--- config.mk ---
export PLATFORM = sky130hd
export DESIGN_NAME = mosi_coherence_line_controller_unit
export DESIGN_NICKNAME = d
export VERILOG_FILES = /design/src/hw/rtl/mclc_pkg.sv /design/src/hw/rtl/mosi_coherence_line_controller_unit.sv
export VERILOG_INCLUDE_DIRS = /design/src /design/src/hw/rtl
export SDC_FILE = /design/constraint.sdc
export NUM_CORES = 1
export LEC_CHECK = 0
export ABC_CLOCK_PERIOD_IN_PS = 4950
export BUFFER_PORTS_ARGS = -buffer_cell sky130_fd_sc_hd__buf_2
export CAP_MARGIN = 20
export CORE_MARGIN = 4
export CORE_UTILIZATION = 45
export CTS_CLUSTER_DIAMETER = 100
export DETAILED_ROUTE_END_ITERATION = 10
export PLACE_DENSITY = 0.71
export SLEW_MARGIN = 25
export SYNTH_ARGS = -nofsm -noshare
export SYNTH_HDL_FRONTEND = slang
export SYNTH_SLANG_ARGS = --single-unit
--- constraint.sdc ---
create_clock -name i_clk -period 4.95 [get_ports i_clk]
set_clock_uncertainty 0.15 [all_clocks]
set_input_delay 1.485 -clock i_clk [delete_from_list [all_inputs] [get_ports i_clk]]
set_output_delay 1.485 -clock i_clk [all_outputs]
set_load 0.02 [all_outputs]
--- src/hw/rtl/assert_macros.svh ---
// ---------------------------------------------------------------------------
// assert_macros.svh
// concurrent assertion helpers, empty when SYNTHESIS is defined
// ---------------------------------------------------------------------------
`ifndef ASSERT_MACROS_SVH
`define ASSERT_MACROS_SVH

`ifndef SYNTHESIS

`define ASSERT_IMPLIES(label, clk, rst_n, ante, cons) \
    label: assert property (@(posedge clk) disable iff (!rst_n) (ante) |-> (cons)) \
        else $error("assertion failed: label");

`define ASSERT_NEXT(label, clk, rst_n, ante, cons) \
    label: assert property (@(posedge clk) disable iff (!rst_n) (ante) |=> (cons)) \
        else $error("assertion failed: label");

`else

`define ASSERT_IMPLIES(label, clk, rst_n, ante, cons)

`define ASSERT_NEXT(label, clk, rst_n, ante, cons)

`endif

`endif

--- src/hw/rtl/mclc_pkg.sv ---
// ---------------------------------------------------------------------------
// mclc_pkg
// types and codes for the mosi coherence line controller
// ---------------------------------------------------------------------------
package mclc_pkg;

    typedef enum logic [2:0] {
        ST_I  = 3'd0,
        ST_S  = 3'd1,
        ST_O  = 3'd2,
        ST_M  = 3'd3,
        ST_IS = 3'd4,
        ST_IM = 3'd5,
        ST_SM = 3'd6,
        ST_OM = 3'd7
    } t_state;

    typedef enum logic [2:0] {
        ACT_LOAD  = 3'd0,
        ACT_STORE = 3'd1,
        ACT_GETS  = 3'd2,
        ACT_GETM  = 3'd3,
        ACT_DATA  = 3'd4
    } t_action;

    typedef enum logic [1:0] {
        BUS_NONE = 2'd0,
        BUS_GETS = 2'd1,
        BUS_GETM = 2'd2
    } t_bus;

    typedef enum logic [1:0] {
        ERR_OK      = 2'd0,
        ERR_PENDING = 2'd1,
        ERR_DATA    = 2'd2
    } t_err;

    localparam int unsigned ACTION_W = 3;
    localparam int unsigned STATE_W  = 3;

endpackage

--- src/hw/rtl/mosi_coherence_line_controller_unit.sv ---
// ---------------------------------------------------------------------------
// mosi_coherence_line_controller_unit
// one cache line controller, snooping mosi protocol with transient states
// ---------------------------------------------------------------------------
// the result is registered in the output register, or in the skid on a stall
// throughput: one item per cycle while the skid is empty, limited by the single
// line state register; a two-entry output (result register plus skid) keeps
// input ready after the output stalls, until an item fills the skid
// reset: synchronous active low, line state to I, output and skid empty
// ---------------------------------------------------------------------------
`include "assert_macros.svh"

module mosi_coherence_line_controller_unit #(
    parameter int unsigned ADDRESS_BITS   = 32,
    parameter int unsigned MODULE_ID_BITS = 4
) (
    input  logic                  i_clk,
    input  logic                  i_rst_n,
    input  logic                  i_s_tvalid,
    output logic                  o_s_tready,
    // address, requester_id
    input  logic [((ADDRESS_BITS + MODULE_ID_BITS + 7) / 8) * 8 - 1:0] i_s_tdata,
    // action
    input  logic [2:0]            i_s_tuser,
    output logic                  o_m_tvalid,
    input  logic                  i_m_tready,
    // bus_request, data_to_processor, data_on_bus, destination_id,
    // address_out, miss, error_code, line_state
    output logic [((MODULE_ID_BITS + ADDRESS_BITS + 17) / 8) * 8 - 1:0] o_m_tdata
);

    localparam int unsigned IN_W       = ADDRESS_BITS + MODULE_ID_BITS;
    localparam int unsigned OUT_W      = 2 + 1 + 1 + MODULE_ID_BITS + ADDRESS_BITS + 1 + 2 + 3;
    localparam int unsigned OUT_DATA_W = ((OUT_W + 7) / 8) * 8;

    logic [ADDRESS_BITS-1:0]   w_addr;
    logic [MODULE_ID_BITS-1:0] w_rid;
    logic [2:0]                w_action;

    mclc_pkg::t_state r_state;
    mclc_pkg::t_state n_state;
    mclc_pkg::t_bus   w_bus;
    mclc_pkg::t_err   w_err;
    logic             w_to_proc;
    logic             w_on_bus;
    logic             w_miss;
    logic [OUT_W-1:0] w_result;

    logic             r_out_valid;
    logic [OUT_W-1:0] r_out_data;
    logic             r_skid_valid;
    logic [OUT_W-1:0] r_skid_data;
    logic             w_accept;

    assign w_addr   = i_s_tdata[ADDRESS_BITS-1:0];
    assign w_rid    = i_s_tdata[IN_W-1:ADDRESS_BITS];
    assign w_action = i_s_tuser;

    assign o_s_tready = !r_skid_valid;
    assign w_accept   = i_s_tvalid && o_s_tready;

    always_comb begin
        n_state   = r_state;
        w_bus     = mclc_pkg::BUS_NONE;
        w_err     = mclc_pkg::ERR_OK;
        w_to_proc = 1'b0;
        w_on_bus  = 1'b0;
        w_miss    = 1'b0;
        if (w_action == mclc_pkg::ACT_LOAD || w_action == mclc_pkg::ACT_STORE) begin
            case (r_state)
                mclc_pkg::ST_I: begin
                    w_miss = 1'b1;
                    if (w_action == mclc_pkg::ACT_STORE) begin
                        w_bus   = mclc_pkg::BUS_GETM;
                        n_state = mclc_pkg::ST_IM;
                    end else begin
                        w_bus   = mclc_pkg::BUS_GETS;
                        n_state = mclc_pkg::ST_IS;
                    end
                end
                mclc_pkg::ST_S, mclc_pkg::ST_O: begin
                    if (w_action == mclc_pkg::ACT_STORE) begin
                        w_bus   = mclc_pkg::BUS_GETM;
                        w_miss  = 1'b1;
                        n_state = (r_state == mclc_pkg::ST_S) ? mclc_pkg::ST_SM
                                                              : mclc_pkg::ST_OM;
                    end else begin
                        w_to_proc = 1'b1;
                    end
                end
                mclc_pkg::ST_M: begin
                    w_to_proc = 1'b1;
                end
                default: begin
                    w_err = mclc_pkg::ERR_PENDING;
                end
            endcase
        end else if (w_action == mclc_pkg::ACT_GETS || w_action == mclc_pkg::ACT_GETM) begin
            case (r_state)
                mclc_pkg::ST_S: begin
                    if (w_action == mclc_pkg::ACT_GETM) n_state = mclc_pkg::ST_I;
                end
                mclc_pkg::ST_O: begin
                    w_on_bus = 1'b1;
                    if (w_action == mclc_pkg::ACT_GETM) n_state = mclc_pkg::ST_I;
                end
                mclc_pkg::ST_M: begin
                    w_on_bus = 1'b1;
                    n_state  = (w_action == mclc_pkg::ACT_GETM) ? mclc_pkg::ST_I
                                                                : mclc_pkg::ST_O;
                end
                mclc_pkg::ST_OM: begin
                    w_on_bus = 1'b1;
                    if (w_action == mclc_pkg::ACT_GETM) n_state = mclc_pkg::ST_IM;
                end
                default: begin
                end
            endcase
        end else if (w_action == mclc_pkg::ACT_DATA) begin
            case (r_state)
                mclc_pkg::ST_S, mclc_pkg::ST_O, mclc_pkg::ST_M: begin
                    w_err = mclc_pkg::ERR_DATA;
                end
                mclc_pkg::ST_IS: begin
                    w_to_proc = 1'b1;
                    n_state   = mclc_pkg::ST_S;
                end
                mclc_pkg::ST_IM, mclc_pkg::ST_SM, mclc_pkg::ST_OM: begin
                    w_to_proc = 1'b1;
                    n_state   = mclc_pkg::ST_M;
                end
                default: begin
                end
            endcase
        end
    end

    always_comb begin
        w_result = {
            n_state,
            w_err,
            w_miss,
            (w_bus != mclc_pkg::BUS_NONE || w_to_proc || w_on_bus) ? w_addr
                                                                    : {ADDRESS_BITS{1'b0}},
            w_on_bus ? w_rid : {MODULE_ID_BITS{1'b0}},
            w_on_bus,
            w_to_proc,
            w_bus
        };
    end

    always_ff @(posedge i_clk) begin
        if (!i_rst_n) begin
            r_state <= mclc_pkg::ST_I;
        end else if (w_accept) begin
            r_state <= n_state;
        end
    end

    always_ff @(posedge i_clk) begin
        if (!i_rst_n) begin
            r_out_valid  <= 1'b0;
            r_skid_valid <= 1'b0;
        end else if (!r_out_valid || i_m_tready) begin
            if (r_skid_valid) begin
                r_out_valid  <= 1'b1;
                r_skid_valid <= 1'b0;
            end else begin
                r_out_valid  <= w_accept;
            end
        end else if (w_accept) begin
            r_skid_valid <= 1'b1;
        end
    end

    always_ff @(posedge i_clk) begin
        if (!r_out_valid || i_m_tready) begin
            r_out_data <= r_skid_valid ? r_skid_data : w_result;
        end else if (w_accept) begin
            r_skid_data <= w_result;
        end
    end

    assign o_m_tvalid = r_out_valid;
    assign o_m_tdata  = OUT_DATA_W'(r_out_data);

    // skid only fills behind a stalled result
    `ASSERT_IMPLIES(a_skid_behind_out, i_clk, i_rst_n, r_skid_valid, r_out_valid)
    // an error leaves the line state alone
    `ASSERT_NEXT(a_err_keeps_state, i_clk, i_rst_n,
        w_accept && w_err != mclc_pkg::ERR_OK, r_state == $past(r_state))
    // an error result carries no bus or processor action
    `ASSERT_IMPLIES(a_err_no_action, i_clk, i_rst_n,
        w_err != mclc_pkg::ERR_OK,
        w_bus == mclc_pkg::BUS_NONE && !w_to_proc && !w_on_bus && !w_miss)
    // a stalled result holds until taken
    `ASSERT_NEXT(a_out_holds, i_clk, i_rst_n,
        r_out_valid && !i_m_tready, r_out_valid && $stable(r_out_data))

endmodule

# Word level (Yosys, flattened, before mapping)
# Cells that the tools add are included.
[classes]
n_addsub = 0
n_mul = 0
div_mod_pow = 0
n_lt_le_gt_ge = 0
eq_ne = 11
n_shift = 0
n_mux = 37
bitwise = 2
n_reduce_logical = 19
[op_table]
columns = ["operator", "count"]
rows = [
  ["46-bit two-way mux", 1],
  ["32-bit two-way mux", 1],
  ["3-bit two-way mux", 6],
  ["2-bit two-way mux", 8],
  ["3-bit == test (second input constant)", 5],
  ["1-bit two-way mux", 14],
  ["3-bit by 2-bit == test with 1-bit output (second input constant)", 4],
  ["3-bit case mux with 2 select lines", 2],
  ["3-bit case mux with 3 select lines", 1],
  ["3-bit OR reduction", 3],
  ["4-bit OR reduction", 2],
  ["3-bit by 1-bit == test with 1-bit output (second input constant)", 2],
  ["3-bit zero test", 2],
  ["1-bit logical OR", 5],
  ["4-bit two-way mux", 1],
  ["1-bit case mux with 2 select lines", 2],
  ["2-bit case mux with 2 select lines", 1],
  ["2-bit OR reduction", 2],
  ["1-bit zero test", 2],
  ["1-bit inverter", 2],
  ["2-bit AND reduction", 1],
  ["2-bit nonzero test", 1],
  ["1-bit logical AND", 1],
]
[totals]
register_bits = 97
latchBits = 0
mem_bits_rw = 0
romBits = 0
inputBits = 47
elab_cells = 74
n_memories = 0

# Depth between registers and ports, before layout
# Gate-level depths: netlist of the first run.
[depth]
depth_word = 10
ltp_mapped = 6

# Worst setup path before layout of the first run
# OpenSTA, ideal clock, no wires.
[synth_timing]
path_type = "input-to-reg"
from = "in i_m_tready"
to = "reg r_skid_data[0] (enable)"
setup_ns = 0.449
arrival_ns = 4.725
required_time_ns = 4.351
slack_ns = -0.374
stages = 2
cell_sequence = "nand2b_1 > nor2_1"
[synth_via]
elab_chain_cells = 3
[synth_lines]
columns = ["item", "line", "rtl"]
rows = [
  ["from (decl)", "mosi_coherence_line_controller_unit.sv:26", "input logic i_m_tready,"],
  ["1-bit logical OR", "mosi_coherence_line_controller_unit.sv:177", "if (!r_out_valid || i_m_tready) begin"],
  ["1-bit inverter (no source line)", "-", ""],
  ["2-bit AND reduction (no source line)", "-", ""],
  ["to (signal assigned)", "mosi_coherence_line_controller_unit.sv:180", "r_skid_data <= w_result;"],
  ["to (decl)", "mosi_coherence_line_controller_unit.sv:52", "logic [OUT_W-1:0] r_skid_data;"],
]
# No other way between the ends.
# A chain may end at the register's enable or synchronous reset.

# Worst setup path after layout of the first run
[layout_timing]
from = "reg r_skid_valid"
to = "out o_s_tready"
[layout_via]
elab_chain_cells = 1
[layout_lines]
columns = ["item", "line", "rtl"]
rows = [
  ["from (decl)", "mosi_coherence_line_controller_unit.sv:51", "logic r_skid_valid;"],
  ["from (signal assigned)", "mosi_coherence_line_controller_unit.sv:163", "r_skid_valid <= 1'b0;"],
  ["from (signal assigned)", "mosi_coherence_line_controller_unit.sv:167", "r_skid_valid <= 1'b0;"],
  ["from (signal assigned)", "mosi_coherence_line_controller_unit.sv:172", "r_skid_valid <= 1'b1;"],
  ["1-bit zero test", "mosi_coherence_line_controller_unit.sv:59", "assign o_s_tready = !r_skid_valid;"],
  ["to (decl)", "mosi_coherence_line_controller_unit.sv:20", "output logic o_s_tready,"],
]
# No other way between the ends.

==> results of run 1 <==
-- cell type report --
| class | count | area [sq um] | area share |
|---|---|---|---|
| timing repair buffer | 93 | 473 | 0.0968 |
| inverter | 2 | 7.51 | 0.00154 |
| sequential | 97 | 2860 | 0.586 |
| clock buffer | 9 | 124 | 0.0254 |
| clock inverter | 5 | 58.8 | 0.0120 |
| multi-input combinational | 165 | 1220 | 0.250 |
| tap | 111 | 139 | 0.0284 |
-- where the power goes --
group          internal, mW  leakage (nW)  switching [mW]  total, mW
Clock                 0.228        0.0872           0.263      0.491
Combinational        0.0652         0.920           0.109      0.174
Sequential            0.941          1.01          0.0131      0.954
Total                  1.23          2.02           0.385       1.62
-- cells in the final DEF, fill, tap and decap left out, drive strengths merged, types with 2 or more instances in the layout --
| cell type | synthesis | layout |
|---|---|---|
| and2 | 69 | 69 |
| dfxtp | 5 | 5 |
| o21ai | 2 | 2 |
| clkbuf | 8 | 9 |
| nor3b | 2 | 2 |
| a21boi | 2 | 2 |
| nor2b | 3 | 3 |
| clkinvlp | 0 | 2 |
| buf | 13 | 93 |
| nand2b | 3 | 3 |
| a21oi | 2 | 2 |
| edfxtp | 92 | 92 |
| mux2 | 12 | 12 |
| nand2 | 6 | 6 |
| o31ai | 3 | 3 |
| a31o | 32 | 32 |
| nor3 | 2 | 2 |
| clkinv | 0 | 2 |
| conb | 1 | 2 |
| nor2 | 8 | 8 |
| inv | 2 | 2 |
-- how the worst max path moves through the flow --
stage	startpoint	slack (ns)	to	cells past startpoint
final	r_skid_valid	1.64	o_s_tready	2
after global routing	r_skid_valid	1.53	o_s_tready	2
after CTS	r_skid_valid	1.61	o_s_tready	2
after detailed placement	i_s_tvalid	1.53	r_skid_data[28]	4
after global placement	i_s_tvalid	1.52	r_skid_data[26]	4
after floorplan	i_m_tready	0.12	r_skid_data[0]	2
-- per-layer routing --
layer	part of all wire	vias up	track usage
li1	-	1214	-
met1	0.46	1201	0.193
met2	0.47	69	0.238
met3	0.053	10	0.0327
met4	0.016	0	0.0619
met5	0	-	0
-- flip-flops by register name, indices dropped and copies added, names as in the netlist --
signal	flops
r_skid_valid	1
r_state	3
o_m_tvalid	1
r_out_data	46
r_skid_data	46
-- critical path, cell delays in order (launching register included) --
cell and delay (ns):
dfxtp_1 0.33, inv_2 0.67, buf_2 0.30
-- logic make-up after synthesis --
group	share of synthesized area
simple gates	0.154
flops	0.678
compound gates	0.0963
buf+inv	0.0359
mux	0.0344
other cells	0.000888
==> flow_metrics.env, run 1 <==
export IMPL_outcome="complete, no violations"
export IMPL_yosys_top_cells_count="edfxtp_1 (92), and2_1 (69), a31o_1 (20), a31o_2 (12), mux2_2 (12)"
export IMPL_ys_flop_type="edfxtp_1"
export IMPL_nets=415
export IMPL_finalCritPeriodShare=0.669
export IMPL_drc=0
export IMPL_yosys_area_top_type="edfxtp_1"
export IMPL_critPathRequiredTime_ns=3.31
export IMPL_grt_pass1_wl_um=12800
export IMPL_cts_root_buf="clkbuf_8"
export IMPL_antenna_left=0
export IMPL_gp_congestion=0.708
export IMPL_portBuffers=90
export IMPL_setup_slack_ns=1.64
export IMPL_hold_path_depth=1
export IMPL_grt_max_degree=65
export IMPL_reg2reg_depth=4
export IMPL_hp_class="reg2reg"
export IMPL_drv_cap=0
export IMPL_critPathMaxFanout=46
export IMPL_synth_top_area_frac=0.654
export IMPL_ys_top_cells_by_area="edfxtp_1 (65%), and2_1 (10%), a31o_1 (4.1%)"
export IMPL_vias_per_cell=5.17
export IMPL_grt_usage=0.148
export IMPL_clk_latency_ns=0.35
export IMPL_worstPathArrival_ns=1.68
export IMPL_synth_edf_count=92
export IMPL_fmax_mhz=302
export IMPL_r2r_end="r_skid_data[27]"
export IMPL_routedWlPerCell_um=16.4
export IMPL_yosys_warnings=0
export IMPL_worstSetupStartpointType="flip-flop"
export IMPL_worst_setup_path_end_kind="output port"
export IMPL_path_clk_slew_ns=0.10
export IMPL_hold_ws_ns=0.393
export IMPL_clockBufferDepth=2
export IMPL_die_h_um=105
export IMPL_setup_violations=0
export IMPL_p_leak_nw=2.02
export IMPL_worstSetupPathType="reg2out"
export IMPL_synth_seq_area_share=0.678
export IMPL_antenna_found_initial=0
export IMPL_place_hpwl_um=4830
export IMPL_cts_setup_buffers=0
export IMPL_regToRegStartpoint="r_skid_valid"
export IMPL_ir_drop_mv=0.147
export IMPL_instances_no_fill=482
export IMPL_power_density_nw_per_um2=331
export IMPL_finish_instance_area_sq_um=4890
export IMPL_tightestPinTransition_ns=0.927
export IMPL_fin_setup_tns_ns=0
export IMPL_fp_coreArea_sq_um=9200
export IMPL_placed_area_sq_um=4700
export IMPL_nFillCells=774
export IMPL_htreeDepth=3
export IMPL_pin_count=97
export IMPL_power_total_mw=1.62
export IMPL_synthCells=284
export IMPL_synthArstFlopShare=0
export IMPL_cts_sinks=97
export IMPL_post_route_util=0.531
export IMPL_rsz0062_at_grt="false"
export IMPL_dp_slack_ns=1.53
export IMPL_synth_cell_types=44
export IMPL_max_slew_margin_rel=0.381
export IMPL_placed_cells=468
export IMPL_num_antenna_cells=0
export IMPL_first_global_vias=2560
export IMPL_drt_total_wl_um=7920
export IMPL_drt_iter0_drc=113
export IMPL_worstHoldEndpoint="r_out_data[0]"
export IMPL_syn_area_sq_um=4220
export IMPL_die_area_sq_um=11000
export IMPL_min_from="r_skid_data[0]"
export IMPL_cts_buffers=9
export IMPL_r2r_slack_ns=1.95
export IMPL_cts_resized=0
export IMPL_cts_hold_buf=0
export IMPL_start_util=0.459
export IMPL_drive_above_1_share=0.377
export IMPL_grt_ovfl_total=0
export IMPL_firstDrtPassIters=4
export IMPL_std_cell_rows=35
export IMPL_vias=2494
export IMPL_area_delta_synth_final_pct=15.7
export IMPL_die_x_um=105
export IMPL_yosysMostFrequentCell="edfxtp_1"
export IMPL_cts_tree="built"
export IMPL_slew_viol_final=0
export IMPL_fin_crit_ns=3.31
export IMPL_hold_viol_final=0
export IMPL_avgSynthCellArea_sq_um=14.9
export IMPL_ys_ff_latch=97
(Power assumes the default switching activity.)
==> inputs of run 2 (changes only) <==
--- a/config.mk
+++ b/config.mk
@@ -6,14 +6,15 @@
 export SDC_FILE = /design/constraint.sdc
 export NUM_CORES = 1
 export LEC_CHECK = 0
-export ABC_CLOCK_PERIOD_IN_PS = 4950
+export ABC_AREA = 1
+export ABC_CLOCK_PERIOD_IN_PS = 3400
 export BUFFER_PORTS_ARGS = -buffer_cell sky130_fd_sc_hd__buf_2
 export CAP_MARGIN = 20
 export CORE_MARGIN = 4
 export CORE_UTILIZATION = 45
 export CTS_CLUSTER_DIAMETER = 100
 export DETAILED_ROUTE_END_ITERATION = 10
-export PLACE_DENSITY = 0.71
+export PLACE_DENSITY = 0.68
 export SLEW_MARGIN = 25
 export SYNTH_ARGS = -nofsm -noshare
 export SYNTH_HDL_FRONTEND = slang
==> constraint.sdc (replaced) <==
create_clock -name i_clk -period 3.4 [get_ports i_clk]
set_clock_uncertainty 0.15 [all_clocks]
set_input_delay 1.02 -clock i_clk [delete_from_list [all_inputs] [get_ports i_clk]]
set_output_delay 1.02 -clock i_clk [all_outputs]
set_load 0.02 [all_outputs]
==> run 2 against run 1 <==
Net effect: combinational power is 100% higher; worst setup slack worse by 0.78 ns; cell count is 26% higher; critical path depth stayed put; hold slack worse by 0.025 ns; total power is 55% higher; global-route usage is 0.25 points higher; sequential share of layout area is 0.86 points lower; die area is 0.57% higher; non-clock buffer count is 3 higher.
==> flow_metrics.env, run 2 <==
export IMPL_drc=0
export IMPL_grt_max_degree=43
export IMPL_yosys_top_cells_count="nand2_1 (112), edfxtp_1 (92), inv_1 (54), nand3_1 (43), nor2_1 (26)"
export IMPL_worstPathArrival_ns=1.37
export IMPL_worstSetupPathType="reg2out"
export IMPL_clockBufferDepth=2
export IMPL_finalCritPeriodShare=0.748
export IMPL_placed_area_sq_um=4770
export IMPL_top_regs="r_out_data x46, r_skid_data x46, r_state x3"
export IMPL_tightestPinTransition_ns=0.747
export IMPL_portBuffers=90
export IMPL_reg2reg_depth=9
export IMPL_num_antenna_cells=0
export IMPL_grt_ovfl_total=0
export IMPL_first_global_vias=2733
export IMPL_die_area_sq_um=11100
export IMPL_crit_path_top_delay_cell="dfxtp_2"
export IMPL_swShare=0.263
export IMPL_drive_above_1_share=0.289
export IMPL_instances_no_fill=609
export IMPL_power_frac_seq=0.569
export IMPL_fin_setup_tns_ns=0
export IMPL_ys_flop_type="edfxtp_1"
export IMPL_path_clk_slew_ns=0.10
export IMPL_place_hpwl_um=5380
export IMPL_avgSynthCellArea_sq_um=10.5
export IMPL_grt_pass1_wl_um=13100
export IMPL_placed_cells=593
export IMPL_slew_viol_final=0
export IMPL_synth_edf_count=92
export IMPL_hold_viol_final=0
export IMPL_power_density_nw_per_um2=504
export IMPL_fp_coreArea_sq_um=9200
export IMPL_r2r_slack_ns=1.32
export IMPL_cts_hold_buf=0
export IMPL_power_total_mw=2.50
export IMPL_post_route_util=0.539
export IMPL_die_x_um=105
export IMPL_synthArstFlopShare=0
export IMPL_htreeDepth=3
export IMPL_setup_slack_ns=0.856
export IMPL_p_leak_nw=2.37
export IMPL_cts_resized=0
export IMPL_nets=540
export IMPL_worst_setup_path_end_kind="output port"
export IMPL_syn_area_sq_um=4250
export IMPL_yosysMostFrequentCell="nand2_1"
export IMPL_synth_top_area_frac=0.650
export IMPL_r2r_end="r_skid_data[21]"
export IMPL_antenna_left=0
export IMPL_rsz0062_at_grt="false"
export IMPL_antenna_found_initial=0
export IMPL_setup_violations=0
export IMPL_comb_power_share=0.139
export IMPL_hold_ws_ns=0.368
export IMPL_clkPwrFrac=0.292
export IMPL_cts_setup_buffers=0
export IMPL_hp_class="reg2reg"
export IMPL_fmax_mhz=393
export IMPL_ys_top_cells_by_area="edfxtp_1 (65%), nand2_1 (9.9%), nand3_1 (5.1%)"
export IMPL_vias_per_cell=4.73
export IMPL_drt_iter0_drc=148
export IMPL_finish_instance_area_sq_um=4960
export IMPL_final_common_cell="nand2_1"
export IMPL_synth_seq_area_share=0.674
export IMPL_firstDrtPassIters=4
export IMPL_worstHoldEndpoint="r_out_data[15]"
export IMPL_vias=2882
export IMPL_gp_congestion=0.877
export IMPL_cts_tree="built"
export IMPL_crit_chain="clkinv_1 -> buf_2"
export IMPL_min_from="r_skid_data[15]"
export IMPL_std_cell_rows=35
export IMPL_ys_ff_latch=97
export IMPL_cts_root_buf="clkbuf_8"
export IMPL_cts_sinks=97
export IMPL_multi_input_area_sq_um=1050
export IMPL_routedWlPerCell_um=13.4
export IMPL_p_int_mw=1.85
export IMPL_drv_cap=0
export IMPL_die_h_um=105
export IMPL_regToRegStartpoint="r_state[0]"
export IMPL_grt_usage=0.150
export IMPL_nFillCells=819
export IMPL_yosys_warnings=0
export IMPL_pin_count=97
export IMPL_fin_crit_ns=2.54
export IMPL_yosys_area_top_type="edfxtp_1"
export IMPL_start_util=0.462
export IMPL_critPathMaxFanout=26
export IMPL_dp_slack_ns=0.637
export IMPL_outcome="complete, no violations"
export IMPL_critPathRequiredTime_ns=2.23
export IMPL_ir_drop_mv=0.187
export IMPL_p_switching_mw=0.657
export IMPL_area_delta_synth_final_pct=16.8
export IMPL_synthCells=404
export IMPL_synth_cell_types=24
export IMPL_most_common_layout_cells="nand2_1 (112), edfxtp_1 (92), buf_2 (90)"
export IMPL_cts_buffers=9
export IMPL_drt_total_wl_um=8140
export IMPL_seq_area_sq_um=2860
export IMPL_clk_latency_ns=0.34
export IMPL_worstSetupStartpointType="flip-flop"
export IMPL_hold_path_depth=2
export IMPL_max_stage_delay_ns=0.68
export IMPL_max_slew_margin_rel=0.501
==> run 2: changes by cell type after synthesis, sizes merged, moves of 4 or more <==
| cell | before | now |
|---|---|---|
| nor2 | 8 | 50 |
| inv | 2 | 57 |
| and2 | 69 | 0 |
| a31o | 32 | 0 |
| o21ai | 2 | 12 |
| nand2 | 6 | 115 |
| nand3 | 1 | 43 |
| buf | 13 | 9 |
| mux2 | 12 | 0 |
==> run 2: metal layers <==
layer | GRT usage | up-vias | routed length, um
li1 | - | 1481 | -
met1 | 0.194 | 1328 | 3700
met2 | 0.252 | 69 | 4010
met3 | 0.0278 | 4 | 372
met4 | 0.0572 | 0 | 59
met5 | 0 | - | 0
==> run 2: cells by family after synthesis <==
logic type,share of synthesized area
flip-flops,0.674
other,0.000883
AND/OR/NAND/NOR,0.217
AO/OA/AOI/OAI,0.0259
buffers and inverters,0.0819
==> run 2: layout make-up <==
type | instances | share of cell area
sequential | 97 | 0.577
multi-input combinational | 231 | 0.211
timing repair buffer | 96 | 0.0999
inverter | 58 | 0.0444
tap | 111 | 0.0280
clock buffer | 10 | 0.0257
clock inverter | 6 | 0.0134
==> run 2: how the worst max path moves through the flow <==
stage	depth (start not counted)	startpoint	slack [ns]	endpoint
final	2	r_skid_valid	0.86	o_s_tready
after global routing	2	r_skid_valid	0.73	o_s_tready
after floorplan	3	i_m_tready	0.22	r_skid_data[0]
after global placement	7	i_s_tuser[2]	0.66	r_skid_data[20]
after CTS	2	r_skid_valid	0.82	o_s_tready
after detailed placement	7	i_s_tuser[2]	0.64	r_skid_data[24]
==> run 2: worst max-delay path, delay by kind of cell, from the launching register on <==
family                 cells  cell delay (ns)
DFF                        1             0.68
buffers and inverters      2             0.36
==> run 2: power groups by stage <==
stage / combinational (mW) / sequential, mW / clock [mW]
after floorplan: 0.166 / 1.53 / 0
after global placement: 0.346 / 1.45 / 0
after detailed placement: 0.352 / 1.45 / 0
after CTS: 0.353 / 1.42 / 0.758
after global routing: 0.386 / 1.43 / 0.798
final: 0.348 / 1.42 / 0.732
